## src/sv/wobg_pkg.sv

```systemverilog
// Package for the write-once block guard.
// Holds the word types, item and status codes, default sizes and the
// command and status structs between controller and datapath. No dependencies.
package wobg_pkg;

  // Default sizes handed to the top level parameters.
  localparam int MAX_BLOCKS_DEF = 65536;
  localparam int MAP_BITS_DEF   = 65440;
  localparam int WORD_BITS_DEF  = 32;

  // Fixed field widths.
  localparam int KIND_W   = 2;
  localparam int BLOCK_W  = 16;
  localparam int STATUS_W = 2;
  localparam int CAP_W    = 17;

  localparam logic [CAP_W-1:0] TOTAL_RESET = 17'd65536;

  // Item kinds.
  localparam logic [KIND_W-1:0] KIND_READ  = 2'd0;
  localparam logic [KIND_W-1:0] KIND_WRITE = 2'd1;
  localparam logic [KIND_W-1:0] KIND_CLEAR = 2'd2;

  // Result status codes.
  localparam logic [STATUS_W-1:0] ST_OK        = 2'd0;
  localparam logic [STATUS_W-1:0] ST_BOUNDS    = 2'd1;
  localparam logic [STATUS_W-1:0] ST_UNWRITTEN = 2'd2;
  localparam logic [STATUS_W-1:0] ST_REWRITE   = 2'd3;

  typedef struct packed {
    logic [KIND_W-1:0]  kind;
    logic [BLOCK_W-1:0] block;
  } in_word_t;

  typedef struct packed {
    logic [STATUS_W-1:0] status;
    logic                forward;
    logic [CAP_W-1:0]    capacity;
  } out_word_t;

  // Commands from the controller to the datapath.
  typedef struct packed {
    logic load;        // take the input word and read its bitmap word
    logic sweep_step;  // zero one bitmap word and advance the sweep pointer
    logic finish;      // produce the result and update the bitmap
  } wobg_cmd_t;

  // Status from the datapath to the controller.
  typedef struct packed {
    logic sweep_last;  // the sweep pointer is at the last bitmap word
    logic div_busy;    // the capacity is still being computed
  } wobg_sts_t;

endpackage

```

## src/sv/wobg_ctrl.sv

```systemverilog
// Controller of the write-once block guard: sequences the bitmap sweep,
// the load and check of each item and the result handshake.
// Depends on wobg_pkg.
module wobg_ctrl (
  input  logic                         clk,
  input  logic                         rst_n,
  input  logic                         in_valid,
  input  logic [wobg_pkg::KIND_W-1:0]  in_kind,
  output logic                         in_stall,
  output logic                         out_valid,
  input  logic                         out_stall,
  input  logic                         cfg_we,
  input  wobg_pkg::wobg_sts_t          sts,
  output wobg_pkg::wobg_cmd_t          cmd
);

  typedef enum logic [1:0] {
    S_SWEEP,
    S_IDLE,
    S_CHECK
  } state_t;

  state_t state_r;
  state_t state_nxt;
  logic   item_pend_r;
  logic   item_pend_nxt;
  logic   out_valid_r;
  logic   out_valid_nxt;
  logic   accept;
  logic   out_free;

  // Input is taken only when idle and the capacity is settled.
  assign in_stall = (state_r != S_IDLE) || sts.div_busy || cfg_we;
  assign accept   = in_valid && !in_stall;
  assign out_free = !out_valid_r || !out_stall;

  assign cmd.load       = accept;
  assign cmd.sweep_step = (state_r == S_SWEEP);
  assign cmd.finish     = (state_r == S_CHECK) && out_free;

  // Next state; a clear item sweeps first and reports at the end.
  always_comb begin
    state_nxt     = state_r;
    item_pend_nxt = item_pend_r;
    out_valid_nxt = cmd.finish || (out_valid_r && out_stall);
    case (state_r)
      S_SWEEP: begin
        if (sts.sweep_last) begin
          state_nxt     = item_pend_r ? S_CHECK : S_IDLE;
          item_pend_nxt = 1'b0;
        end
      end
      S_IDLE: begin
        if (accept) begin
          if (in_kind == wobg_pkg::KIND_CLEAR) begin
            state_nxt     = S_SWEEP;
            item_pend_nxt = 1'b1;
          end else begin
            state_nxt = S_CHECK;
          end
        end
      end
      S_CHECK: begin
        if (out_free) begin
          state_nxt = S_IDLE;
        end
      end
      default: begin
        state_nxt = S_IDLE;
      end
    endcase
  end

  // State and registered handshake outputs; reset starts the clearing pass.
  always_ff @(posedge clk) begin
    if (!rst_n) begin
      state_r     <= S_SWEEP;
      item_pend_r <= 1'b0;
      out_valid_r <= 1'b0;
    end else begin
      state_r     <= state_nxt;
      item_pend_r <= item_pend_nxt;
      out_valid_r <= out_valid_nxt;
    end
  end

  assign out_valid = out_valid_r;

`ifndef SYNTH
  // An accepted item is checked next, or first swept when it is a clear.
  a_accept_next: assert property (@(posedge clk) disable iff (!rst_n)
    accept |=> (state_r == S_CHECK) || (state_r == S_SWEEP))
    else $error("accepted item did not enter check or sweep");

  // A running divide always holds off the input.
  a_div_stall: assert property (@(posedge clk) disable iff (!rst_n)
    sts.div_busy |-> in_stall)
    else $error("input open while capacity is being computed");

  // A result is never produced over one that is still held.
  a_no_overrun: assert property (@(posedge clk) disable iff (!rst_n)
    cmd.finish |-> !(out_valid_r && out_stall))
    else $error("result register overwritten");

  // Sweep and bitmap update never coincide with a new item load.
  a_excl_cmd: assert property (@(posedge clk) disable iff (!rst_n)
    $countones({cmd.load, cmd.sweep_step, cmd.finish}) <= 1)
    else $error("conflicting datapath commands");

  // A pending clear item enters the check state right after its sweep ends.
  a_clear_report: assert property (@(posedge clk) disable iff (!rst_n)
    (state_r == S_SWEEP) && sts.sweep_last && item_pend_r |=> state_r == S_CHECK)
    else $error("clear item not reported after sweep");
`endif

endmodule

```

## config.mk

```make
export PLATFORM = sky130hd
export DESIGN_NAME = wobg_ctrl
export DESIGN_NICKNAME = d
export VERILOG_FILES = /design/src/sv/wobg_pkg.sv /design/src/sv/wobg_ctrl.sv
export SDC_FILE = /design/constraint.sdc
export NUM_CORES = 1
export LEC_CHECK = 0
export BUFFER_PORTS_ARGS = -buffer_cell sky130_fd_sc_hd__clkbuf_2
export CAP_MARGIN = 5
export CORE_AREA = 2 2 39 41
export DETAILED_ROUTE_END_ITERATION = 10
export DIE_AREA = 0 0 41 43
export GPL_TIMING_DRIVEN = 0
export SLEW_MARGIN = 20
export SYNTH_ARGS = -nofsm -noshare
export SYNTH_HDL_FRONTEND = slang
export SYNTH_SLANG_ARGS = --single-unit
```

## constraint.sdc

```tcl
create_clock -name clk -period 2.3 [get_ports clk]
set_input_delay 0.345 -clock clk [delete_from_list [all_inputs] [get_ports clk]]
set_output_delay 0.345 -clock clk [all_outputs]
set_load 0.005 [all_outputs]
```

==> results by group, run 1 <==
Clocking
  – CTS Buf Count: 3
  – PostCTS Resize Cnt: 0
  – Clock Latency Late Sink: 0.24 ns
  – Clock tree sinks: 4
  – H-Tree Depth: 1
  – Postcts setup bufs: 0
  – CTS root buf: clkbuf_4
  – Clk buf depth: 2
  – Hold_buf cts: 0
  – Clock-pin slew on the worst setup and hold paths: roughly 0.04 ns
  – CTS tree: done

Detailed routing
  – Met2 WL post-DR: 312 µm
  – DRC viols: 0
  – Met3 wire length: between 30 and 40 µm
  – Drt first pass iters: 4
  – Top Metal Used: met3
  – Post-Route M1 WL: 263 µm
  – Drt wl/cell: 9.75 µm
  – Final wirelength: 614 µm
  – Routed via count: 289
  – First DRT Iteration DRCs: 7
  – Avg Vias per Cell: roughly 4.6
  – Routed Antenna Nets: 0

Power
  – Leakage power: approximately 0.00018 µW
  – Tot Pwr: about 210 µW
  – Cell area power density: a little under 600 mW/mm²
  – Maximum vdd drop: between 0.2 and 0.25 mV

Synthesis
  – FF+latch count, synth: 4
  – Post-synth EDFFs: 0
  – Post-synthesis sequential area ratio: 31.5%
  – Syn Inst Count: 31
  – Synth cell count leaders: a21oi_1 (4), dfxtp_1 (4), nand2_1 (4)
  – Top cells by area, synth: dfxtp_1 (32%), a21oi_1 (7.9%), nand2_1 (5.9%)
  – Synth Flop Type: dfxtp_1
  – Most area-hungry cell type in the Yosys netlist: dfxtp_1
  – Cell variety after synth: 19
  – Mapped Area: 254 µm²
  – Post-synth net total: 40
  – Mean Syn Cell Area: 8.19 µm²
  – FFs w/ async S/R, synth: 0%
  – Synth warn: 0
  – Share of the synthesized area in the top cell type: 31.5%

Timing
  – Tmin final: 1.88 ns
  – Pins Over Slew Limit: 0
  – Max Freq: between 500 and 600 MHz
  – Hold slack: between 0.3 and 0.4 ns
  – Least-Margin Pin Slew: 0.253 ns
  – Clock Skew: just under 0.01 ns
  – Final hold vios: 0
  – Slew HR: around 83%
  – Setup TNS: 0 ns
  – RSZ-0062 raised after global routing: no
  – Endpoints failing setup: 0
  – Fin crit share: 81.6%

Layout
  – Finished Cell Area: 362 µm²
  – Fin nets: a little under 60
  – Syn-to-layout area delta: 42.4%
  – Layout Utilization: 26.1%
  – Antenna Cells: 0
  – Share of layout cells above drive strength 1: between 40% and 50%

Global routing
  – Final global-route overflow total: 0
  – Vias in the first global route: between 200 and 300
  – GRT Resource Usage Total: around 9%
  – Initial antenna violation count: 0
  – Largest net degree at the start of global routing: 10
  – First-pass GRT wire length: 993 µm

Die
  – Starting Density: a little under a fifth
  – Die H: 43 µm
  – Die W: 41 µm
  – Die Area: 0.00176 mm²
  – Core Region: around 0.0014 mm²
  – Row count: 14
  – Total I/O pin count: 14

Critical path
  – Critical Path RT: 1.96 ns
  – Critical path class: reg2out
  – Crit path arrival time: 1.53 ns
  – Crit. End Element: primary output
  – Crit-path max FO: 8
  – Startpoint Class: register

Min path
  – Worst hold path type: in2reg

Placed design
  – I/O Buffers: 13
  – DP Area: approximately 340 µm²
  – Post-DP HPWL: 500 µm
  – Routability-driven placement congestion ratio: 0.741

Outcome
  – Status: finished, final reports clean

Job
  – Max_cap viols: 0
-- stage by stage --
step           setup slack (ns)  instances
3_5_place_dp              0.652         60
5_1_grt                   0.335         63
6_report                  0.424         63
2_1_floorplan             0.804         31
3_3_place_gp              0.663         60
4_1_cts                   0.393         63
-- power by group --
| group | switching, µW | internal (µW) |
|---|---|---|
| clock network | 29.7 | 58.4 |
| registers | 5.15 | 74.2 |
| logic | 20.7 | 23.7 |
-- per-layer routing --
| layer | track usage, % | vias up |
|---|---|---|
| met5 | 0 | - |
| met3 | 4.71 | 0 |
| li1 | - | 146 |
| met1 | 8.63 | 133 |
| met4 | 10.0 | 0 |
| met2 | 12.2 | 10 |
-- worst max-delay path: stages (launching register included) --
cell,delay (ns)
dfxtp_1,0.45
inv_2,0.06
or4_4,0.52
nor2_2,0.08
buf_4,0.10
clkbuf_2,0.09
-- registers in the layout (all words and copies together), names as in the netlist --
signal	cells
state_r	2
item_pend_r	1
out_valid	1
-- final cells by class --
class                      count  area (µm²)
sequential                     4        80.1
inverter                       3        11.3
tap                           16        20.0
buffer                         2        12.5
clock buffer                   3        22.5
fill                         161        1020
timing repair buffer          13        65.1
multi-input combinational     22         150
-- logic make-up after synthesis --
| group | count (synthesis) | synth area share [%] |
|---|---|---|
| simple gates | 12 | 31.0 |
| flops | 4 | 31.5 |
| buf+inv | 5 | 9.36 |
| compound gates | 10 | 28.1 |
-- worst paths after layout --
kind                            cells past startpoint                startpoint                        to  slack (ns)
worst min register to register                      1  item_pend_r$_SDFFE_PN0P_  item_pend_r$_SDFFE_PN0P_        0.50
worst max register to register                      3   state_r[0]$_SDFFE_PN0P_  item_pend_r$_SDFFE_PN0P_        1.09
worst min-delay path                                3                     rst_n   state_r[1]$_SDFFE_PN0P_        0.37
worst max-delay path                                5   state_r[0]$_SDFFE_PN0P_                    cmd[2]        0.42
-- cells in the final DEF, fill, tap and decap left out, drive strengths merged --
cell,Yosys,final
clkbuf,0,16
nand2,4,4
a21oi,4,4
dfxtp,4,4
nor2,3,3
inv,3,3
o31ai,2,2
buf,2,2
or4,1,1
a21boi,1,1
nand4b,1,1
a311o,1,1
and4bb,1,1
and2b,1,1
nor3b,1,1
o31a,1,1
o211a,1,1
No activity file was read; power rests on OpenSTA's default activity.
==> inputs of run 2 (changes only) <==
- clock period: 2.3 -> 1.9 ns (I/O delays scaled with it)
==> run 2 against run 1 <==
Final cell count stayed put; power is 21% higher; sequential share of layout area is 0.27 points higher; combinational power is 21% higher; setup slack worse by 0.31 ns; utilization is 0.090 points higher; wire length stayed put; critical path depth stayed put; clock-buffer cell count stayed put; clock skew stayed put; global-route usage stayed put; non-clock buffer count stayed put; largest cell class unchanged.
==> results by group, run 2 (synthesis results as in run 1) <==
Outcome
  – Status: finished, final reports clean (unchanged)

Clocking
  – Postcts setup bufs: 0 (unchanged)
  – CTS Buf Count: 3 (unchanged)
  – CTS root buf: clkbuf_4 (unchanged)
  – H-Tree Depth: 1 (unchanged)
  – Hold_buf cts: 0 (unchanged)
  – Clk buf depth: 2 (unchanged)
  – CTS tree: done (unchanged)
  – PostCTS Resize Cnt: 0 (unchanged)
  – Clock Latency Late Sink: 0.24 ns (about the same)
  – Clock-pin slew on the worst setup and hold paths: 0.04 ns (about the same)
  – Clock tree sinks: 4 (unchanged)

Die
  – Row count: 14 (unchanged)
  – Starting Density: 18.4% (unchanged)
  – Die Area: 0.00176 mm² (unchanged)
  – Core Region: 0.00138 mm² (unchanged)
  – Total I/O pin count: 14 (unchanged)
  – Die H: 43 µm (unchanged)
  – Die W: 41 µm (unchanged)

Power
  – Leakage power: 0.000183 µW (about the same)
  – Tot Pwr: 257 µW (was 212 µW)
  – Maximum vdd drop: 0.271 mV (was 0.223 mV)
  – Cell area power density: 709 mW/mm² (was 586 mW/mm²)

Layout
  – Share of layout cells above drive strength 1: 51.1% (was 48.9%)
  – Commonest non-fill, non-tap cell in the layout: clkbuf_2 (unchanged)
  – Non-Filler Instances: 63 (unchanged)
  – Fin nets: 58 (unchanged)
  – Fillcell total: 162 (was 161)
  – Max reg flops: 2 (unchanged)
  – Top reg by flops: state_r (unchanged)
  – Most frequent cells in the layout: clkbuf_2 (13), nand2_1 (4), a21oi_1 (4) (was clkbuf_2 (13), nand2_1 (4), a21oi_1 (4), dfxtp_1 (4), clkbuf_4 (3))
  – Antenna Cells: 0 (unchanged)
  – Syn-to-layout area delta: 42.9% (was 42.4%)

Timing
  – Final hold vios: 0 (unchanged)
  – Setup TNS: 0 ns (unchanged)
  – Hold slack: 0.305 ns (was 0.369 ns)
  – Endpoints failing setup: 0 (unchanged)
  – Tmin final: 1.79 ns
  – Slew HR: 85.7% (was 83.1%)
  – Fin crit share: 94.2%
  – Clock Skew: 0.00976 ns (unchanged)
  – Pins Over Slew Limit: 0 (unchanged)
  – Max Freq: roughly 560 MHz
  – Least-Margin Pin Slew: 0.214 ns (was 0.253 ns)
  – RSZ-0062 raised after global routing: no (unchanged)

Placed design
  – I/O Buffers: 13 (unchanged)
  – Post-DP HPWL: 500 µm (unchanged)
  – Post-Place Cells: 60 (unchanged)
  – Routability-driven placement congestion ratio: 0.741 (unchanged)

Min path
  – Worst hold path startpoint: rst_n (unchanged)
  – Worst hold path type: in2reg (unchanged)
  – Hold Crit Endpoint: state_r[0]$_SDFFE_PN0P_ (was state_r[1]$_SDFFE_PN0P_)
  – Hold depth: 3 (unchanged)

Detailed routing
  – First DRT Iteration DRCs: 7 (unchanged)
  – Avg Vias per Cell: 4.59 (unchanged)
  – Routed via count: 289 (unchanged)
  – Final wirelength: 614 µm (unchanged)
  – Routed Antenna Nets: 0 (unchanged)
  – Drt first pass iters: 4 (unchanged)
  – Drt wl/cell: 9.75 µm (unchanged)
  – DRC viols: 0 (unchanged)

Critical path
  – Critical Path RT: 1.62 ns (was 1.96 ns)
  – Critical path class: reg2out (unchanged)
  – Reg2reg start: state_r[0]$_SDFFE_PN0P_ (unchanged)
  – Worst R2R Path Depth: 3 (unchanged)
  – Crit Reg-Reg Endpoint: item_pend_r$_SDFFE_PN0P_ (unchanged)
  – Startpoint Class: register (unchanged)
  – Crit. End Element: primary output (unchanged)
  – Crit-path max FO: 9 (was 8)
  – Crit path arrival time: 1.50 ns (was 1.53 ns)
  – Reg2Reg Setup Slack: 0.73 ns (was 1.09 ns)

Global routing
  – GRT Resource Usage Total: 9.02% (unchanged)
  – Final global-route overflow total: 0 (unchanged)
  – Largest net degree at the start of global routing: 10 (unchanged)
  – Vias in the first global route: 277 (unchanged)
  – Initial antenna violation count: 0 (unchanged)
  – First-pass GRT wire length: 993 µm (unchanged)

Job
  – Max_cap viols: 0 (unchanged)
[run 2: changes by cell type in the layout (fill, tap and decap cells not counted)]
cell	before	now
dfxtp_1	4	3
dfxtp_2	0	1
[run 2: how the worst max path moves through the flow]
stage / endpoint / slack, ns / cells past startpoint / start
floorplan: cmd[2] / 0.46 / 4 / state_r[1]$_SDFFE_PN0P_
global placement: cmd[2] / 0.32 / 5 / state_r[0]$_SDFFE_PN0P_
detailed placement: cmd[2] / 0.31 / 5 / state_r[0]$_SDFFE_PN0P_
CTS: cmd[2] / 0.05 / 5 / state_r[0]$_SDFFE_PN0P_
global route: cmd[2] / 0.06 / 5 / state_r[1]$_SDFFE_PN0P_
finish: cmd[2] / 0.11 / 5 / state_r[1]$_SDFFE_PN0P_
[run 2: layout make-up]
cell class,count,area [µm²],area share (%)
sequential,4,81.3,22.4
multi-input combinational,22,150,41.4
timing repair buffer,13,65.1,17.9
tap,16,20.0,5.52
clock buffer,3,22.5,6.21
inverter,3,11.3,3.10
buffer,2,12.5,3.45
[run 2: metal layers]
metal / GRT usage (%) / vias to the layer above / share of wire, %
met4: 10.0 / 0 / 0
li1: - / 146 / -
met3: 4.71 / 0 / 6.2
met1: 8.63 / 133 / 43
met2: 12.2 / 10 / 51
met5: 0 / - / 0
[run 2: report_power, final]
group | internal [µW] | total [µW] | switching [µW] | leakage [µW]
logic | 28.7 | 53.8 | 25.1 | 0.000136
registers | 90.4 | 96.6 | 6.24 | 0.0000329
clock network | 70.7 | 107 | 36.0 | 0.0000138
total | 190 | 257 | 67.3 | 0.000183
[run 2: worst max-delay path: stages (launching register included)]
cell      delay (ns)
dfxtp_1         0.29
buf_2           0.16
or4_4           0.54
nor2_2          0.08
buf_4           0.10
clkbuf_2        0.09
[run 2: metrics by stage]
stage	utilization, %	setup WS, ns	area [µm²]
after global routing	26.2	0.0599	363
final	26.2	0.111	363
after floorplan	-	0.464	254
after detailed placement	24.5	0.312	339
after global placement	24.5	0.323	339
after CTS	26.1	0.0530	362
==> inputs of run 3 (changes only) <==
- ABC_AREA: not set -> 1
- clock period: 1.9 -> 1.88 ns (I/O delays scaled with it)
==> run 3 against run 2 <==
Die area stayed put; synthesized area is 8.9% higher; sequential share of layout area is 1.6 points lower; power is 12% higher; clock-buffer cell count stayed put; combinational power is 53% higher; critical endpoint unchanged; largest cell class unchanged; highest routed layer unchanged.
==> results by group, run 3 <==
Detailed routing
  – Routed Antenna Nets: 0 (unchanged)
  – DRC viols: 0 (unchanged)
  – Routed via count: 292 (was 289)
  – Final wirelength: 522 µm (was 614 µm)
  – Avg Vias per Cell: 3.79 (was 4.59)
  – First DRT Iteration DRCs: 2 (was 7)
  – Drt first pass iters: 2 (was 4)
  – Drt wl/cell: 6.78 µm (was 9.75 µm)

Die
  – Total I/O pin count: 14 (unchanged)
  – Die W: 41 µm (unchanged)
  – Row count: 14 (unchanged)
  – Core Region: 0.00138 mm² (unchanged)
  – Starting Density: 20.0% (was 18.4%)
  – Die Area: 0.00176 mm² (unchanged)
  – Die H: 43 µm (unchanged)

Synthesis
  – Top cells by area, synth: dfxtp_1 (29%), nand2_1 (16%), inv_1 (14%) (was dfxtp_1 (32%), a21oi_1 (7.9%), nand2_1 (5.9%))
  – Post-Synth Adder-Cell Area: 0% (unchanged)
  – Post-synth EDFFs: 0 (unchanged)
  – Post-synthesis sequential area ratio: 29.0% (was 31.5%)
  – Cell variety after synth: 15 (was 19)
  – Synth warn: 0 (unchanged)
  – Syn Inst Count: 45 (was 31)
  – Top-count cell post-synth: nand2_1
  – Post-Synth Simple-Gate Area: 36.7% (was 31.0%)
  – FFs w/ async S/R, synth: 0% (unchanged)
  – Main combinational cell family by area after synthesis: simple AND/OR/NAND/NOR gates (unchanged)
  – Synth Area in Compound Gates: 16.7% (was 28.1%)
  – Mapped Area: 277 µm² (was 254 µm²)
  – Post-synth net total: 54 (was 40)
  – Synth Flop Type: dfxtp_1 (unchanged)
  – XOR/XNOR Fraction of Synth Area: 0% (unchanged)
  – Share of the synthesized area in the top cell type: 29.0% (was 31.5%)
  – Most area-hungry cell type in the Yosys netlist: dfxtp_1 (unchanged)
  – Mean Syn Cell Area: 6.14 µm² (was 8.19 µm²)
  – FF+latch count, synth: 4 (unchanged)
  – Mux share of post-synthesis cell area: 0% (unchanged)
  – Synth cell count leaders: nand2_1 (12), inv_1 (10), nor2_1 (6) (was a21oi_1 (4), dfxtp_1 (4), nand2_1 (4))

Global routing
  – Largest net degree at the start of global routing: 5 (was 10)
  – Final global-route overflow total: 0 (unchanged)
  – Top Usage Layer GRT: met2 (unchanged)
  – Vias in the first global route: 245 (was 277)
  – M2 GR Usage: 10.3% (was 12.2%)
  – Initial antenna violation count: 0 (unchanged)
  – Met3 Use GR: 7.85% (was 4.71%)
  – GRT Resource Usage Total: 7.72% (was 9.02%)
  – Met1 Usage GRT: 8.33% (was 8.63%)
  – First-pass GRT wire length: 869 µm (was 993 µm)

Critical path
  – Crit path arrival time: 1.16 ns (was 1.50 ns)
  – Worst R2R Path Depth: 4 (was 3)
  – Critical path class: reg2out (unchanged)
  – CP Cell Sequence: inv_1, nand2_1, inv_2, nand2_1, nor2_1, buf_4, clkbuf_2 (was buf_2, or4_4, nor2_2, buf_4, clkbuf_2)
  – Critical Path RT: 1.60 ns (was 1.62 ns)
  – Startpoint Class: register (unchanged)
  – Crit. path cell count: 7 (was 5)
  – Crit Reg-Reg Endpoint: state_r[0]$_SDFFE_PN0P_ (was item_pend_r$_SDFFE_PN0P_)
  – CP max-delay cell: dfxtp_1 (was or4_4)
  – Reg2Reg Setup Slack: 0.93 ns (was 0.73 ns)
  – Crit. End Element: primary output (unchanged)
  – CP peak stage delay: 0.32 ns (was 0.54 ns)
  – Cell repeated most along the worst path: nand2_1
  – CP Buf/Inv Count: 4 (was 3)
  – Crit-path max FO: 3 (was 9)
  – CP delay by family, top: buffers and inverters (was simple AND/OR/NAND/NOR gates)
  – Reg2reg start: state_r[1]$_SDFFE_PN0P_ (was state_r[0]$_SDFFE_PN0P_)

Placed design
  – Routability-driven placement congestion ratio: 0.665 (was 0.741)
  – I/O Buffers: 13 (unchanged)
  – Post-DP HPWL: 447 µm (was 500 µm)

Clocking
  – PostCTS Resize Cnt: 0 (unchanged)
  – CTS tree: done (unchanged)
  – H-Tree Depth: 1 (unchanged)
  – Clock-pin slew on the worst setup and hold paths: 0.04 ns (about the same)
  – Clock Latency Late Sink: 0.23 ns (was 0.24 ns)
  – CTS root buf: clkbuf_4 (unchanged)
  – Clock tree sinks: 4 (unchanged)
  – Hold_buf cts: 0 (unchanged)
  – Clk buf depth: 2 (unchanged)
  – CTS Buf Count: 3 (unchanged)
  – Postcts setup bufs: 0 (unchanged)

Layout
  – Share of layout cells above drive strength 1: 39.3% (was 51.1%)
  – Max reg flops: 2 (unchanged)
  – Fin nets: 72 (was 58)
  – Top reg by flops: state_r (unchanged)
  – FF+latch area: 80.1 µm² (was 81.3 µm²)
  – Multi-input logic area: 148 µm² (was 150 µm²)
  – Antenna Cells: 0 (unchanged)
  – Most frequent cells in the layout: clkbuf_2 (13), nand2_1 (12), inv_1 (10) (was clkbuf_2 (13), nand2_1 (4), a21oi_1 (4))
  – Commonest non-fill, non-tap cell in the layout: clkbuf_2 (unchanged)
  – Fillcell total: 163 (was 162)
  – Syn-to-layout area delta: 38.9% (was 42.9%)

Timing
  – Setup TNS: 0 ns (unchanged)
  – RSZ-0062 raised after global routing: no (unchanged)
  – Least-Margin Pin Slew: 0.190 ns (was 0.214 ns)
  – Clock Skew: 0.00316 ns (was 0.00976 ns)
  – Slew HR: 87.3% (was 85.7%)
  – Pins Over Slew Limit: 0 (unchanged)
  – Max Freq: 692 MHz
  – Fin crit share: between 70% and 80%
  – Final hold vios: 0 (unchanged)
  – Endpoints failing setup: 0 (unchanged)
  – Tmin final: roughly 1.4 ns
  – Hold slack: 0.295 ns (was 0.305 ns)

Power
  – Maximum vdd drop: 0.278 mV (was 0.271 mV)
  – Cell area power density: 752 mW/mm² (was 709 mW/mm²)
  – Leakage power: 0.000219 µW (was 0.000183 µW)

Job
  – Max_cap viols: 0 (unchanged)

Min path
  – Hold Crit Endpoint: out_valid$_SDFF_PN0_ (was state_r[0]$_SDFFE_PN0P_)
  – Worst hold path type: in2reg (unchanged)
  – Worst hold path startpoint: out_stall (was rst_n)
  – Hold depth: 3 (unchanged)

Outcome
  – Status: finished, final reports clean (unchanged)
[run 3: cell types whose count changed after synthesis, sizes merged, moves of 2 or more]
cell	change
o31ai	-2
nor2	+5
nand3	+2
o21ai	+2
nand2	+9
inv	+8
[run 3: how the worst max path moves through the flow]
stage                                  from     end  slack [ns]
CTS                 state_r[1]$_SDFFE_PN0P_  cmd[2]        0.41
global placement    state_r[1]$_SDFFE_PN0P_  cmd[2]        0.68
floorplan           state_r[1]$_SDFFE_PN0P_  cmd[2]        0.81
finish              state_r[1]$_SDFFE_PN0P_  cmd[2]        0.44
global route        state_r[1]$_SDFFE_PN0P_  cmd[2]        0.31
detailed placement  state_r[1]$_SDFFE_PN0P_  cmd[2]        0.67
[run 3: power breakdown]
part,switching [µW],total [µW],internal (µW)
Sequential,6.72,99.9,93.2
Combinational,46.6,82.1,35.5
Clock,35.6,107,71.5
Total,88.9,289,200
[run 3: through the flow]
stage	utilization [%]	cell area (µm²)	instances	setup WS [ns]	power, µW
after floorplan	-	277	45	0.805	159
after global placement	26.1	362	74	0.681	184
after detailed placement	26.1	362	74	0.669	185
after CTS	27.8	384	77	0.412	298
after global routing	27.8	384	77	0.314	318
final	27.8	384	77	0.436	289
[run 3: logic make-up (layout without fill, tap and decap cells)]
group                  Yosys count  count (layout)
and+or+nand+nor                 23              23
buffers and inverters           12              28
AOI/OAI and AO/OA                6               6
DFF                              4               4
[run 3: area by class of cell]
type | count | area share, %
Sequential cell | 4 | 20.8
Multi-Input combinational cell | 29 | 38.4
Tap cell | 16 | 5.21
Clock buffer | 3 | 5.86
Buffer | 1 | 1.95
Timing Repair Buffer | 13 | 16.9
Inverter | 11 | 10.7
[run 3: per-layer routing]
metal  routed length [µm]  part of all wire, %
met5                    0                    0
met4                    0                    0
met3                   42                  8.0
met2                  216                   41
met1                  263                   50
[run 3: tightest hold or removal path, cell delays in order]
cell,delay [ns]
clkbuf_2,0.08
nand2_1,0.06
a21oi_1,0.06
